**src/rtl/json_string_escape_decoder_defines.svh**
```systemverilog
// Assertion helpers for the decoder RTL.
// Both expect clk_i and rst_ni in the scope of the module that uses them.
`ifndef JSON_STRING_ESCAPE_DECODER_DEFINES_SVH
`define JSON_STRING_ESCAPE_DECODER_DEFINES_SVH

// Same-cycle implication
`define JSED_ASSERT_IMPL(label, ante, cons, msg) \
  label: assert property (@(posedge clk_i) disable iff (!rst_ni) (ante) |-> (cons)) \
    else $error(msg);

// Next-cycle implication
`define JSED_ASSERT_NEXT(label, ante, cons, msg) \
  label: assert property (@(posedge clk_i) disable iff (!rst_ni) (ante) |=> (cons)) \
    else $error(msg);

`endif

```
**src/rtl/jsed_pkg.sv**
```systemverilog
package jsed_pkg;

  // Widths and sizes
  localparam int DEFAULT_POSITION_BITS = 16;
  localparam int POS_FIELD_W           = 16;
  localparam int VALUE_W               = 21;
  localparam int QUEUE_DEPTH           = 2;

  // Byte codes of interest
  localparam logic [7:0] CH_QUOTE     = 8'h22;
  localparam logic [7:0] CH_SLASH     = 8'h2F;
  localparam logic [7:0] CH_BACKSLASH = 8'h5C;
  localparam logic [7:0] CH_B         = 8'h62;
  localparam logic [7:0] CH_F         = 8'h66;
  localparam logic [7:0] CH_N         = 8'h6E;
  localparam logic [7:0] CH_R         = 8'h72;
  localparam logic [7:0] CH_T         = 8'h74;
  localparam logic [7:0] CH_U         = 8'h75;
  localparam logic [7:0] CTRL_LIMIT   = 8'h20;

  // Surrogate ranges and supplementary base
  localparam logic [15:0]        HIGH_SURR_LO = 16'hD800;
  localparam logic [15:0]        HIGH_SURR_HI = 16'hDBFF;
  localparam logic [15:0]        LOW_SURR_LO  = 16'hDC00;
  localparam logic [15:0]        LOW_SURR_HI  = 16'hDFFF;
  localparam logic [VALUE_W-1:0] SUPP_BASE    = 21'h10000;
  localparam logic [VALUE_W-1:0] CODE_MAX     = 21'h10FFFF;

  typedef enum logic [1:0] {
    KIND_LITERAL = 2'd0,
    KIND_ESCAPE  = 2'd1,
    KIND_END     = 2'd2,
    KIND_ERROR   = 2'd3
  } kind_e;

  typedef enum logic [1:0] {
    ERR_NONE      = 2'd0,
    ERR_CONTROL   = 2'd1,
    ERR_ESCAPE    = 2'd2,
    ERR_SURROGATE = 2'd3
  } err_e;

  typedef enum logic [2:0] {
    PH_NORMAL         = 3'd0,
    PH_ESCAPE         = 3'd1,
    PH_HEX_FIRST      = 3'd2,
    PH_WANT_BACKSLASH = 3'd3,
    PH_WANT_U         = 3'd4,
    PH_HEX_SECOND     = 3'd5
  } phase_e;

  // One classified byte, as queued between front and back
  typedef struct packed {
    logic [7:0] data;
    logic       is_quote;
    logic       is_backslash;
    logic       is_control;
    logic       is_u;
    logic       is_hex;
    logic [3:0] hex_val;
    logic       is_simple;
    logic [6:0] simple_val;
  } entry_t;

  // {valid, digit value}
  function automatic logic [4:0] hex_decode(logic [7:0] c);
    logic [4:0] res;
    res = '0;
    unique case (c) inside
      [8'h30:8'h39]: res = {1'b1, c[3:0]};
      [8'h41:8'h46],
      [8'h61:8'h66]: res = {1'b1, c[3:0] + 4'd9};
      default:       res = '0;
    endcase
    return res;
  endfunction

  // {valid, decoded code point}
  function automatic logic [7:0] simple_decode(logic [7:0] c);
    logic [7:0] res;
    res = '0;
    unique case (c)
      CH_QUOTE:     res = {1'b1, CH_QUOTE[6:0]};
      CH_SLASH:     res = {1'b1, CH_SLASH[6:0]};
      CH_BACKSLASH: res = {1'b1, CH_BACKSLASH[6:0]};
      CH_B:         res = {1'b1, 7'h08};
      CH_F:         res = {1'b1, 7'h0C};
      CH_N:         res = {1'b1, 7'h0A};
      CH_R:         res = {1'b1, 7'h0D};
      CH_T:         res = {1'b1, 7'h09};
      default:      res = '0;
    endcase
    return res;
  endfunction

endpackage

```
**src/rtl/jsed_front.sv**
```systemverilog
module jsed_front (
  input  logic               in_valid_i,
  output logic               in_stall_o,
  input  logic [7:0]         data_byte_i,
  input  logic               q_full_i,
  output logic               q_push_o,
  output jsed_pkg::entry_t   q_entry_o
);
  import jsed_pkg::*;

  logic [4:0] hex_r;
  logic [7:0] simple_r;

  // Take a request whenever the queue has room
  assign in_stall_o = q_full_i;
  assign q_push_o   = in_valid_i && !q_full_i;

  // Classify the byte once, so the back end only selects
  assign hex_r    = hex_decode(data_byte_i);
  assign simple_r = simple_decode(data_byte_i);

  always_comb begin
    q_entry_o              = '0;
    q_entry_o.data         = data_byte_i;
    q_entry_o.is_quote     = (data_byte_i == CH_QUOTE);
    q_entry_o.is_backslash = (data_byte_i == CH_BACKSLASH);
    q_entry_o.is_control   = (data_byte_i < CTRL_LIMIT);
    q_entry_o.is_u         = (data_byte_i == CH_U);
    q_entry_o.is_hex       = hex_r[4];
    q_entry_o.hex_val      = hex_r[3:0];
    q_entry_o.is_simple    = simple_r[7];
    q_entry_o.simple_val   = simple_r[6:0];
  end

endmodule

```
**src/rtl/jsed_fifo.sv**
```systemverilog
module jsed_fifo (
  input  logic             clk_i,
  input  logic             rst_ni,
  input  logic             push_i,
  input  jsed_pkg::entry_t push_data_i,
  output logic             full_o,
  input  logic             pop_i,
  output logic             valid_o,
  output jsed_pkg::entry_t pop_data_o
);
  import jsed_pkg::*;

  localparam int PTR_W = (QUEUE_DEPTH > 1) ? $clog2(QUEUE_DEPTH) : 1;
  localparam int CNT_W = $clog2(QUEUE_DEPTH + 1);
  localparam logic [PTR_W-1:0] LAST_PTR = PTR_W'(QUEUE_DEPTH - 1);
  localparam logic [CNT_W-1:0] FULL_CNT = CNT_W'(QUEUE_DEPTH);

  entry_t           mem_q [QUEUE_DEPTH];
  logic [PTR_W-1:0] wr_ptr_q, rd_ptr_q;
  logic [CNT_W-1:0] cnt_q;
  logic             do_push, do_pop;

  assign full_o     = (cnt_q == FULL_CNT);
  assign valid_o    = (cnt_q != '0);
  assign pop_data_o = mem_q[rd_ptr_q];
  assign do_push    = push_i && !full_o;
  assign do_pop     = pop_i && valid_o;

  // Pointers and fill count
  always_ff @(posedge clk_i or negedge rst_ni) begin
    if (!rst_ni) begin
      wr_ptr_q <= '0;
      rd_ptr_q <= '0;
      cnt_q    <= '0;
    end else begin
      if (do_push) begin
        wr_ptr_q <= (wr_ptr_q == LAST_PTR) ? '0 : wr_ptr_q + 1'b1;
      end
      if (do_pop) begin
        rd_ptr_q <= (rd_ptr_q == LAST_PTR) ? '0 : rd_ptr_q + 1'b1;
      end
      if (do_push && !do_pop) begin
        cnt_q <= cnt_q + 1'b1;
      end else if (do_pop && !do_push) begin
        cnt_q <= cnt_q - 1'b1;
      end
    end
  end

  // Entry storage
  always_ff @(posedge clk_i) begin
    if (do_push) begin
      mem_q[wr_ptr_q] <= push_data_i;
    end
  end

endmodule

```
**src/rtl/jsed_back.sv**
```systemverilog
`include "json_string_escape_decoder_defines.svh"

module jsed_back #(
  parameter int POSITION_BITS = jsed_pkg::DEFAULT_POSITION_BITS
) (
  input  logic                            clk_i,
  input  logic                            rst_ni,
  input  logic                            q_valid_i,
  input  jsed_pkg::entry_t                q_entry_i,
  output logic                            q_pop_o,
  output logic                            out_valid_o,
  input  logic                            out_stall_i,
  output logic [1:0]                      kind_o,
  output logic [jsed_pkg::VALUE_W-1:0]    value_o,
  output logic [1:0]                      fault_code_o,
  output logic [jsed_pkg::POS_FIELD_W-1:0] position_o
);
  import jsed_pkg::*;

  localparam int PB = POSITION_BITS;

  // Decoder state
  phase_e          phase_q, phase_d;
  logic [15:0]     acc_q, acc_d;
  logic [1:0]      cnt_q, cnt_d;
  logic [9:0]      hs_q, hs_d;
  logic [PB-1:0]   off_q, off_d;
  logic [PB-1:0]   es_q, es_d;

  // Output register
  logic                   out_valid_q, out_valid_d;
  kind_e                  kind_q;
  logic [VALUE_W-1:0]     value_q;
  err_e                   err_q;
  logic [POS_FIELD_W-1:0] pos_q;

  // Step results
  logic               pop, emit, fail;
  kind_e              r_kind;
  logic [VALUE_W-1:0] r_val;
  err_e               r_err, fail_code;
  logic [PB-1:0]      r_pos, fail_pos;
  logic [POS_FIELD_W-1:0] r_pos16;
  logic [15:0]        acc_next;
  logic [PB-1:0]      off_inc, es6;
  logic [PB:0]        es6_sum;
  logic               acc_is_high, acc_is_low;

  // Work on the next queued byte when the output register is free or drains
  assign pop     = q_valid_i && (!out_valid_q || !out_stall_i);
  assign q_pop_o = pop;

  // Saturating offsets
  assign off_inc = (off_q == '1) ? off_q : off_q + 1'b1;
  assign es6_sum = {1'b0, es_q} + (PB+1)'(6);
  assign es6     = es6_sum[PB] ? '1 : es6_sum[PB-1:0];

  assign acc_next    = {acc_q[11:0], q_entry_i.hex_val};
  assign acc_is_high = (acc_next >= HIGH_SURR_LO) && (acc_next <= HIGH_SURR_HI);
  assign acc_is_low  = (acc_next >= LOW_SURR_LO) && (acc_next <= LOW_SURR_HI);

  // Phase machine: next state and result
  always_comb begin
    phase_d   = phase_q;
    acc_d     = acc_q;
    cnt_d     = cnt_q;
    hs_d      = hs_q;
    es_d      = es_q;
    off_d     = off_q;
    emit      = 1'b0;
    fail      = 1'b0;
    fail_code = ERR_NONE;
    fail_pos  = off_q;
    r_kind    = KIND_LITERAL;
    r_val     = '0;
    r_err     = ERR_NONE;
    r_pos     = off_q;
    if (pop) begin
      off_d = off_inc;
      unique case (phase_q)
        PH_NORMAL: begin
          if (q_entry_i.is_backslash) begin
            es_d    = off_q;
            phase_d = PH_ESCAPE;
          end else if (q_entry_i.is_quote) begin
            emit   = 1'b1;
            r_kind = KIND_END;
            off_d  = '0;
          end else if (q_entry_i.is_control) begin
            fail      = 1'b1;
            fail_code = ERR_CONTROL;
            fail_pos  = off_q;
          end else begin
            emit  = 1'b1;
            r_val = {{(VALUE_W-8){1'b0}}, q_entry_i.data};
          end
        end
        PH_ESCAPE: begin
          if (q_entry_i.is_simple) begin
            emit    = 1'b1;
            r_kind  = KIND_ESCAPE;
            r_val   = {{(VALUE_W-7){1'b0}}, q_entry_i.simple_val};
            r_pos   = es_q;
            phase_d = PH_NORMAL;
          end else if (q_entry_i.is_u) begin
            acc_d   = '0;
            cnt_d   = '0;
            phase_d = PH_HEX_FIRST;
          end else begin
            fail      = 1'b1;
            fail_code = ERR_ESCAPE;
            fail_pos  = es_q;
          end
        end
        PH_HEX_FIRST: begin
          if (!q_entry_i.is_hex) begin
            fail      = 1'b1;
            fail_code = ERR_ESCAPE;
            fail_pos  = es_q;
          end else begin
            acc_d = acc_next;
            cnt_d = cnt_q + 1'b1;
            // fourth digit completes the escape
            if (cnt_q == 2'd3) begin
              if (acc_is_high) begin
                hs_d    = acc_next[9:0];
                phase_d = PH_WANT_BACKSLASH;
              end else if (acc_is_low) begin
                fail      = 1'b1;
                fail_code = ERR_SURROGATE;
                fail_pos  = es_q;
              end else begin
                emit    = 1'b1;
                r_kind  = KIND_ESCAPE;
                r_val   = {{(VALUE_W-16){1'b0}}, acc_next};
                r_pos   = es_q;
                phase_d = PH_NORMAL;
              end
            end
          end
        end
        PH_WANT_BACKSLASH: begin
          if (q_entry_i.is_backslash) begin
            phase_d = PH_WANT_U;
          end else begin
            fail      = 1'b1;
            fail_code = ERR_SURROGATE;
            fail_pos  = es_q;
          end
        end
        PH_WANT_U: begin
          if (q_entry_i.is_u) begin
            acc_d   = '0;
            cnt_d   = '0;
            phase_d = PH_HEX_SECOND;
          end else begin
            fail      = 1'b1;
            fail_code = ERR_SURROGATE;
            fail_pos  = es_q;
          end
        end
        PH_HEX_SECOND: begin
          if (!q_entry_i.is_hex) begin
            fail      = 1'b1;
            fail_code = ERR_ESCAPE;
            fail_pos  = es6;
          end else begin
            acc_d = acc_next;
            cnt_d = cnt_q + 1'b1;
            if (cnt_q == 2'd3) begin
              if (!acc_is_low) begin
                fail      = 1'b1;
                fail_code = ERR_SURROGATE;
                fail_pos  = es6;
              end else begin
                // combine the pair into a supplementary code point
                emit    = 1'b1;
                r_kind  = KIND_ESCAPE;
                r_val   = {1'b0, hs_q, acc_next[9:0]} + SUPP_BASE;
                r_pos   = es_q;
                phase_d = PH_NORMAL;
              end
            end
          end
        end
        default: begin
          fail      = 1'b1;
          fail_code = ERR_ESCAPE;
          fail_pos  = off_q;
        end
      endcase
      // An error ends the string and clears the decoder
      if (fail) begin
        phase_d = PH_NORMAL;
        acc_d   = '0;
        cnt_d   = '0;
        hs_d    = '0;
        off_d   = '0;
        emit    = 1'b1;
        r_kind  = KIND_ERROR;
        r_val   = '0;
        r_err   = fail_code;
        r_pos   = fail_pos;
      end
    end
  end

  // Position field carries the low bits of the offset
  if (PB >= POS_FIELD_W) begin : g_pos_trunc
    assign r_pos16 = r_pos[POS_FIELD_W-1:0];
  end else begin : g_pos_ext
    assign r_pos16 = {{(POS_FIELD_W-PB){1'b0}}, r_pos};
  end

  assign out_valid_d = (pop && emit) || (out_valid_q && out_stall_i);

  // State registers
  always_ff @(posedge clk_i or negedge rst_ni) begin
    if (!rst_ni) begin
      phase_q     <= PH_NORMAL;
      acc_q       <= '0;
      cnt_q       <= '0;
      hs_q        <= '0;
      off_q       <= '0;
      es_q        <= '0;
      out_valid_q <= 1'b0;
    end else begin
      phase_q     <= phase_d;
      acc_q       <= acc_d;
      cnt_q       <= cnt_d;
      hs_q        <= hs_d;
      off_q       <= off_d;
      es_q        <= es_d;
      out_valid_q <= out_valid_d;
    end
  end

  // Result payload
  always_ff @(posedge clk_i) begin
    if (pop && emit) begin
      kind_q  <= r_kind;
      value_q <= r_val;
      err_q   <= r_err;
      pos_q   <= r_pos16;
    end
  end

  assign out_valid_o  = out_valid_q;
  assign kind_o       = kind_q;
  assign value_o      = value_q;
  assign fault_code_o = err_q;
  assign position_o   = pos_q;

  `JSED_ASSERT_IMPL(a_err_payload, out_valid_q && kind_q == KIND_ERROR, value_q == '0 && err_q != ERR_NONE, "error result with value or without code")
  `JSED_ASSERT_IMPL(a_ok_no_code, out_valid_q && kind_q != KIND_ERROR, err_q == ERR_NONE, "error code on a non-error result")
  `JSED_ASSERT_NEXT(a_offset_restart, pop && emit && (r_kind == KIND_END || r_kind == KIND_ERROR), off_q == '0 && phase_q == PH_NORMAL, "string end did not restart offset")
  `JSED_ASSERT_IMPL(a_code_range, out_valid_q, value_q <= CODE_MAX, "code point out of range")

endmodule

```
**src/rtl/json_string_escape_decoder.sv**
```systemverilog
// JSON string escape decoder.
// Input channel: one byte of string body per request (data_byte_i), starting
// after the opening quote, on in_valid_i / in_stall_o.
// Output channel: one result per literal byte, completed escape, closing
// quote or error on out_valid_o / out_stall_i, with kind, value, fault code
// and position. Bytes inside an escape that do not complete it give no result.
// Throughput: one byte per cycle sustained unless the receiver stalls; the
// back-end phase machine handles one queued byte per cycle while not stalled.
// Path: an accepted byte is written into the queue, and its result is then
// registered in the output register from which the receiver takes it.
// A two-entry queue sits between the classifying front end and the phase
// machine; when the receiver stalls, the output register holds its result,
// the queue fills and in_stall_o rises once it is full.
// Reset: the queue and output register empty, decoding starts at offset 0
// of a new string in normal content. An error or closing quote also restarts
// the offset at 0.
module json_string_escape_decoder #(
  parameter int POSITION_BITS = jsed_pkg::DEFAULT_POSITION_BITS
) (
  input  logic                             clk_i,
  input  logic                             rst_ni,
  input  logic                             in_valid_i,
  output logic                             in_stall_o,
  input  logic [7:0]                       data_byte_i,
  output logic                             out_valid_o,
  input  logic                             out_stall_i,
  output logic [1:0]                       kind_o,
  output logic [jsed_pkg::VALUE_W-1:0]     value_o,
  output logic [1:0]                       fault_code_o,
  output logic [jsed_pkg::POS_FIELD_W-1:0] position_o
);
  import jsed_pkg::*;

  logic   q_full, q_push, q_valid, q_pop;
  entry_t q_wr_entry, q_rd_entry;

  jsed_front u_front (
    .in_valid_i  (in_valid_i),
    .in_stall_o  (in_stall_o),
    .data_byte_i (data_byte_i),
    .q_full_i    (q_full),
    .q_push_o    (q_push),
    .q_entry_o   (q_wr_entry)
  );

  jsed_fifo u_fifo (
    .clk_i       (clk_i),
    .rst_ni      (rst_ni),
    .push_i      (q_push),
    .push_data_i (q_wr_entry),
    .full_o      (q_full),
    .pop_i       (q_pop),
    .valid_o     (q_valid),
    .pop_data_o  (q_rd_entry)
  );

  jsed_back #(
    .POSITION_BITS (POSITION_BITS)
  ) u_back (
    .clk_i        (clk_i),
    .rst_ni       (rst_ni),
    .q_valid_i    (q_valid),
    .q_entry_i    (q_rd_entry),
    .q_pop_o      (q_pop),
    .out_valid_o  (out_valid_o),
    .out_stall_i  (out_stall_i),
    .kind_o       (kind_o),
    .value_o      (value_o),
    .fault_code_o (fault_code_o),
    .position_o   (position_o)
  );

endmodule
```
**config.mk**
```make
export PLATFORM = sky130hd
export DESIGN_NAME = json_string_escape_decoder
export DESIGN_NICKNAME = d
export VERILOG_FILES = /design/src/rtl/jsed_pkg.sv /design/src/rtl/jsed_front.sv /design/src/rtl/jsed_fifo.sv /design/src/rtl/jsed_back.sv /design/src/rtl/json_string_escape_decoder.sv
export VERILOG_INCLUDE_DIRS = /design/src /design/src/rtl
export SDC_FILE = /design/constraint.sdc
export NUM_CORES = 1
export LEC_CHECK = 0
export ABC_CLOCK_PERIOD_IN_PS = 5200
export BUFFER_PORTS_ARGS = -buffer_cell sky130_fd_sc_hd__buf_2
export CAP_MARGIN = 20
export CORE_MARGIN = 5
export CORE_UTILIZATION = 61
export DETAILED_ROUTE_END_ITERATION = 10
export PLACE_DENSITY_LB_ADDON = 0.08
export SLEW_MARGIN = 25
export SYNTH_ARGS = -nofsm -noshare
export SYNTH_HDL_FRONTEND = slang
export SYNTH_SLANG_ARGS = --single-unit
```
**constraint.sdc**
```tcl
create_clock -name clk_i -period 5.2 [get_ports clk_i]
set_input_delay 0.78 -clock clk_i [delete_from_list [all_inputs] [get_ports clk_i]]
set_output_delay 0.78 -clock clk_i [all_outputs]
set_load 0.05 [all_outputs]
```
Word level (Yosys, flattened, before mapping)
Memory sizes are Yosys's and may differ from the RTL's.
Cells that the tools add are included.

word-level totals
  output and inout port bits = 43
  bits in latches = 0
  memories = 1
  bits in registers = 109
  bits in read-only memories = 0
  bits of input ports = 12
  word-level logic and storage cells = 232
  bits in writable memories = 50

operators by class
  multiplexer cells = 130
  reductions and logical operators = 37
  multiply operators = 0
  magnitude comparators = 11
  $add $sub $neg = 9
  equal/unequal tests = 29
  shifts and indexed selects = 0
  divide/modulo/power cells = 0
  bitwise logic cells = 1

memory list
  memory        words  width  rd ports  clocked after memory_dff  write ports  line             RTL
  u_fifo.mem_q  2      25     1         0                         1            jsed_fifo.sv:18  entry_t mem_q [QUEUE_DEPTH];

operator list
  operator                                             count
  2-to-1 mux 16 bit                                    30
  2-to-1 mux 21 bit                                    8
  one-hot mux 16 bit (3 select lines)                  2
  one-hot mux 21 bit (4 select lines)                  1
  one-hot mux 16 bit (5 select lines)                  1
  one-hot mux 8 bit (8 select lines)                   1
  equality test 8 x 7 -> 1 bit, second input constant  7
  2-to-1 mux 2 bit                                     27
  2-to-1 mux 10 bit                                    5
  2-to-1 mux 3 bit                                     13
  2-to-1 mux 1 bit                                     33
  >= comparator 16 bit, second input constant          2
  <= comparator 16 bit, second input constant          2
  adder 20 x 17 -> 21 bit, second input constant       1
  != test 3 x 1 -> 1 bit, second input constant        6
  one-hot mux 3 bit (6 select lines)                   1
  adder 16 x 3 -> 17 bit, second input constant        1
  adder 16 x 1 -> 16 bit, second input constant        1
  equality test 16 bit, second input constant          1
  equality test 8 x 6 -> 1 bit, second input constant  2
  >= comparator 8 x 7 -> 1 bit, second input constant  2
  <= comparator 8 x 7 -> 1 bit, second input constant  2
  logical AND 1 bit                                    13
  != test 3 x 2 -> 1 bit, second input constant        4
  32 further kinds                                     51

Logic depth before layout (Yosys ltp)
An unclocked memory read counts as a cell.

  depth after elaboration = 13
  gate-level depth with buffers = 10
  mapped depth without buffers = 9

Modules after synthesis
A second synthesis with hierarchy kept.

second synthesis, totals
  cell total of the unflattened synthesis = 834
  area, all modules = 8774.7 µm²

by module, submodules not included
  module      times used  cells an instance  seq. area each (µm²)  area each (µm²)
  jsed_back   1           669                2732.6                6127.1
  jsed_fifo   1           97                 1601.5                2105.8
  jsed_front  1           68                 0.0                   541.8

Worst setup path before layout
Ideal clock, no wire load.

  path kind = flip-flop to flip-flop
  start = register u_back.phase_q[2]
  end = register u_back.err_q[0] (netlist: u_back.fault_code_o[0]) (enable)
  stages on the path, launching flop included = 10
  path buffers = 3
  clock period less this slack = 3996 ps
  slack = 1204 ps
  arrival time = 3556 ps
  data required time = 4760 ps
  setup time = 440 ps
  path through = dfrtp_1 -> buf_2 -> or3b_2 -> nor2b_1 -> clkbuf_1 -> a31o_4 -> or2_1 -> buf_6 -> nor3_1 -> nor2_1

on the way
  word-level cells in the longest chain between the ends = 6
  elaborated cells between the ends (all ways) = 12
  those cells by class = eq/ne: 5; mux: 5; reduce/logical: 2

RTL lines
  element                                            line              RTL
  start: declaration                                 jsed_back.sv:23   phase_e phase_q, phase_d;
  start signal: assignment                           jsed_back.sv:228  phase_q <= phase_d;
  equality test 3 bit, or another cell as far along  jsed_back.sv:80   unique case (phase_q)
  one-hot mux 1 bit (6 select lines)                 jsed_back.sv:80
  2-to-1 mux 1 bit                                   jsed_back.sv:78   if (pop) begin
  2-to-1 mux 1 bit (*)                               jsed_back.sv:193  if (fail) begin
  2-to-1 mux 1 bit (*)                               jsed_back.sv:78
  logical AND 1 bit (*)                              jsed_back.sv:240  if (pop && emit) begin
  end signal: assignment                             jsed_back.sv:243  err_q <= r_err;
  end: declaration                                   jsed_back.sv:34   err_e err_q;

Mark *: on every way between the ends. The rest lies on a longest branch, timed or not. The select of a mux whose other input is x is not followed.
A chain may end at the register's enable or synchronous reset.

Worst setup path in the final report
  start = register u_back.phase_q[1]
  end = register u_back.value_q[8] (netlist: u_back.value_o[8]) (data pin)

on the way
  word-level cells in the longest chain between the ends = 4
  elaborated cells between the ends (all ways) = 10
  those cells by class = eq/ne: 5; mux: 3; reduce/logical: 2

RTL lines
  element                                            line              RTL
  equality test 3 bit, or another cell as far along  jsed_back.sv:80
  one-hot mux 1 bit (6 select lines)                 jsed_back.sv:80
  2-to-1 mux 1 bit                                   jsed_back.sv:78
  OR reduction 2 bit (no line)                       n/a
  end signal: assignment                             jsed_back.sv:242  value_q <= r_val;
  end: declaration                                   jsed_back.sv:33   logic [VALUE_W-1:0] value_q;

Parallel ways exist; a longest one is shown, timed or not. The select of a mux whose other input is x is not followed.

==> results.md <==
* Crit path max fanout at 22
* Yosys warns at 0
* Critical path endpoint category: register
* Worst Tran Pin Value at 1.174 ns
* Ys async rst share at 41.83%
* Fin crit period at 3.604 ns
* MaxCap Viol Count at 0
* Cells after Synth at 867
* Hold path endpoint: u_fifo.cnt_q[1]$_DFFE_PN0P_
* Post-Syn Area at 8542 um^2
* Post-DR wirelength/cell at 21.70 um
* CTS resizes at 0
* Port bufs at 54
* Core area at 13830 um^2
* Initial antenna violation count at 0
* Gr ovfl total at 0
* H-tree depth at 4
* FMAX at 0.2775 GHz
* # IOs at 55
* Outcome: finished clean
* Min-delay worst type: register to register
* Via/cell ratio at 6.747
* Skew-Pair Late Insertion Delay at 0.43 ns
* Die width at 128.3 um
* Starting DRT DRC Count at 1243
* Fraction of layout cells with a size suffix above 1 at 16.67%
* Vias in the first global route at 6795
* Worst hold margin at 0.4979 ns
* Clock slew at reported path FFs at 0.07 ns
* Final hold vios at 0
* ANT nets after route at 0
* GR Util All Layers at 29.28%
* Worst path slowest cell: nand4_1
* CP Class: register to register
* Place WS at 1.651 ns
* Largest buffer count on any clock path at 2
* VDD IR max at 565.2 uV
* Critical Path RT at 5.44 ns
* Worst R2R End: u_back.value_o[8]$_SDFFCE_PP0P_
* Core Util, Final at 68.62%
* Simple-Gate Fraction of Synth Area at 15.95%
* RePlAce Congestion at 0.9505
* Worst path top cell family by delay: simple AND/OR/NAND/NOR gates
* Final Skew at 0.01107 ns
* Fin nets at 908
* Drt total wl at 23460 um
* CP cell instances: nor3b_2 -> buf_4 -> and2_1 -> a221oi_2 -> and3b_1 -> nand4_1 -> nor4b_1
* Layout area overhead at 11.07%
* Area leader, netlist: edfxtp_1
* Synth Flop Type: edfxtp_1
* Max stage delay on crit path at 0.69 ns
* EDFF count, synth at 89
* Min setup slack post-route at 1.596 ns
* TritonRoute pass-1 iters at 6
* # fillers at 1045
* Syn_area_per_cell at 9.852 um^2
* Highest-count cells in the layout ignoring fill and taps: 108 x nand2_1, 89 x edfxtp_1, 75 x o21ai_0, 73 x nor2_1, 64 x dfrtp_1
* RSZ-0062 raised after global routing: false
* DRC at 0
* R2R Setup Slk at 1.60 ns
* Setup TNS at 0 ns
* FF-to-FF path depth at 7
* Final period util at 69.31%
* Leakage at 3.645 nW
* CTS tree: built
* Vias at 7293
* Adder-cell share of the synthesized area at 1.318%
* Worst r2r src: u_back.phase_q[1]$_DFFE_PN0P_
* Yosys top cell area share at 31.29%
* CTS sink count at 153
* XOR/XNOR Fraction of Synth Area at 1.538%
* Yosys cell types at 76
* Die H at 128.3 um
* PwrDens at 634.9 nW/um^2
* Post-synthesis compound-gate area fraction at 21.39%
* Initial Util at 61.78%
* Largest net degree at the start of global routing at 65
* Postcts setup bufs at 0
* Yosys reg bits at 153
* Post-DP HPWL at 16310 um
* Non-filler instance count after layout at 1081
* Clk root buf: clkbuf_16
* Largest family of logic cells by synthesized area: compound AO/OA/AOI/OAI gates
* Die area at 16470 um^2
* Hold Path Depth at 1
* Setup violations, final at 0
* Synthesized Nets at 888
* Seq/Total Area, Yosys at 50.04%
* Worst Setup SP: u_back.phase_q[1]$_DFFE_PN0P_
* FP Rows at 43
* First-pass GRT wire length at 37400 um
* Slew Limit Headroom at 21.71%
* Worst Min Path Start: u_fifo.cnt_q[1]$_DFFE_PN0P_
* Cts hold-fix bufs at 0
* Post-synthesis mux area share at 5.581%
* CP Data Arrival Time at 3.84 ns
* CP bufs+invs at 1
* Worst Setup Start Kind: register
* Placed instance count at 1048
* Max-slew violation count at 0
* Total CTS buffers at 17
* Synth top area cells: edfxtp_1 31%, dfrtp_1 19%, nand2_1 4.7%
* Most common cell after layout, fill and taps aside: nand2_1
[metal layers]
metal | GRT usage, % | up-vias | wire length [um]
met1 | 44.09 | 3483 | 10370
met4 | 9.988 | 0 | 537
met2 | 41.04 | 430 | 10030
li1 | - | 3326 | -
met3 | 8.012 | 54 | 2513
met5 | 0 | - | 0
[registers in the layout, summed over array words and instances (netlist names)]
signal               flops
u_back.hs_q             10
u_back.phase_q           3
u_back.kind_o            2
u_back.fault_code_o      2
u_fifo.wr_ptr_q          1
u_back.cnt_q             2
u_fifo.cnt_q             2
u_back.acc_q            12
u_fifo.rd_ptr_q          1
u_back.off_q            16
u_back.out_valid_o       1
u_back.es_q             16
u_back.position_o       16
u_back.value_o          21
u_fifo.mem_q            48
[per-stage QoR]
stage	power, mW	instance area, um^2
floorplan	3.994	8542
global placement	4.697	8871
detailed placement	4.748	8879
CTS	5.985	9484
global route	6.300	9485
finish	6.024	9488
[worst reg2reg max path, cell delays in order, from the launching register on]
cell and delay [ns]:
dfrtp_1 0.55, nor3b_2 0.24, buf_4 0.24, and2_1 0.20, a221oi_2 0.46, and3b_1 0.58
nand4_1 0.69, nor4b_1 0.45
[cells by family (layout without fill, tap and decap cells)]
kind of cell,Yosys count,after routing
AND/OR/NAND/NOR,292,292
multiplexers,43,43
adder cells (fa/ha/maj),9,9
flip-flops,153,153
other,0,1
AO/OA/AOI/OAI,269,269
buffers and inverters,86,119
XOR/XNOR,15,15
[synth_stat cells (10+ instances only)]
library cell  number
nand2_1          108
edfxtp_1          89
nor2_1            76
o21ai_0           75
dfrtp_1           64
clkbuf_1          53
a21oi_1           45
mux2_2            33
nor3_1            20
inv_1             19
nand3_1           18
a221oi_1          13
a22oi_1           13
a221o_1           12
a22o_1            12
a31oi_1           12
nand4_1           12
xnor2_1           11
o211ai_1          10
o22ai_1           10
o31ai_1           10
[cell type report]
type | count | area, um^2 | area share (%)
sequential | 153 | 4274 | 45.05
multi-input combinational | 628 | 3934 | 41.46
clock buffer | 17 | 425.4 | 4.484
timing repair buffer | 68 | 375.4 | 3.956
antenna | 1 | 2.502 | 0.02637
tap | 180 | 225.2 | 2.374
inverter | 19 | 71.32 | 0.7517
clock inverter | 15 | 180.2 | 1.899
[worst max path at each step]
stage	endpoint	slack [ns]	cells past startpoint
2_1_floorplan	u_back.fault_code_o[0]$_SDFFCE_PN0P_	1.20	9
3_3_place_gp	u_back.value_o[0]$_SDFFCE_PP0P_	1.78	7
3_5_place_dp	u_back.position_o[14]$_DFFE_PP_	1.65	7
4_1_cts	u_back.position_o[6]$_DFFE_PP_	1.66	7
5_1_grt	u_back.value_o[8]$_SDFFCE_PP0P_	1.20	7
6_report	u_back.value_o[8]$_SDFFCE_PP0P_	1.60	7
[power by group]
group	internal (mW)	total (mW)	switching [mW]
clock	0.686	1.24	0.553
sequential	1.73	1.95	0.222
combinational	0.746	2.84	2.09
total	3.16	6.02	2.87
(Power assumes the default switching activity.)
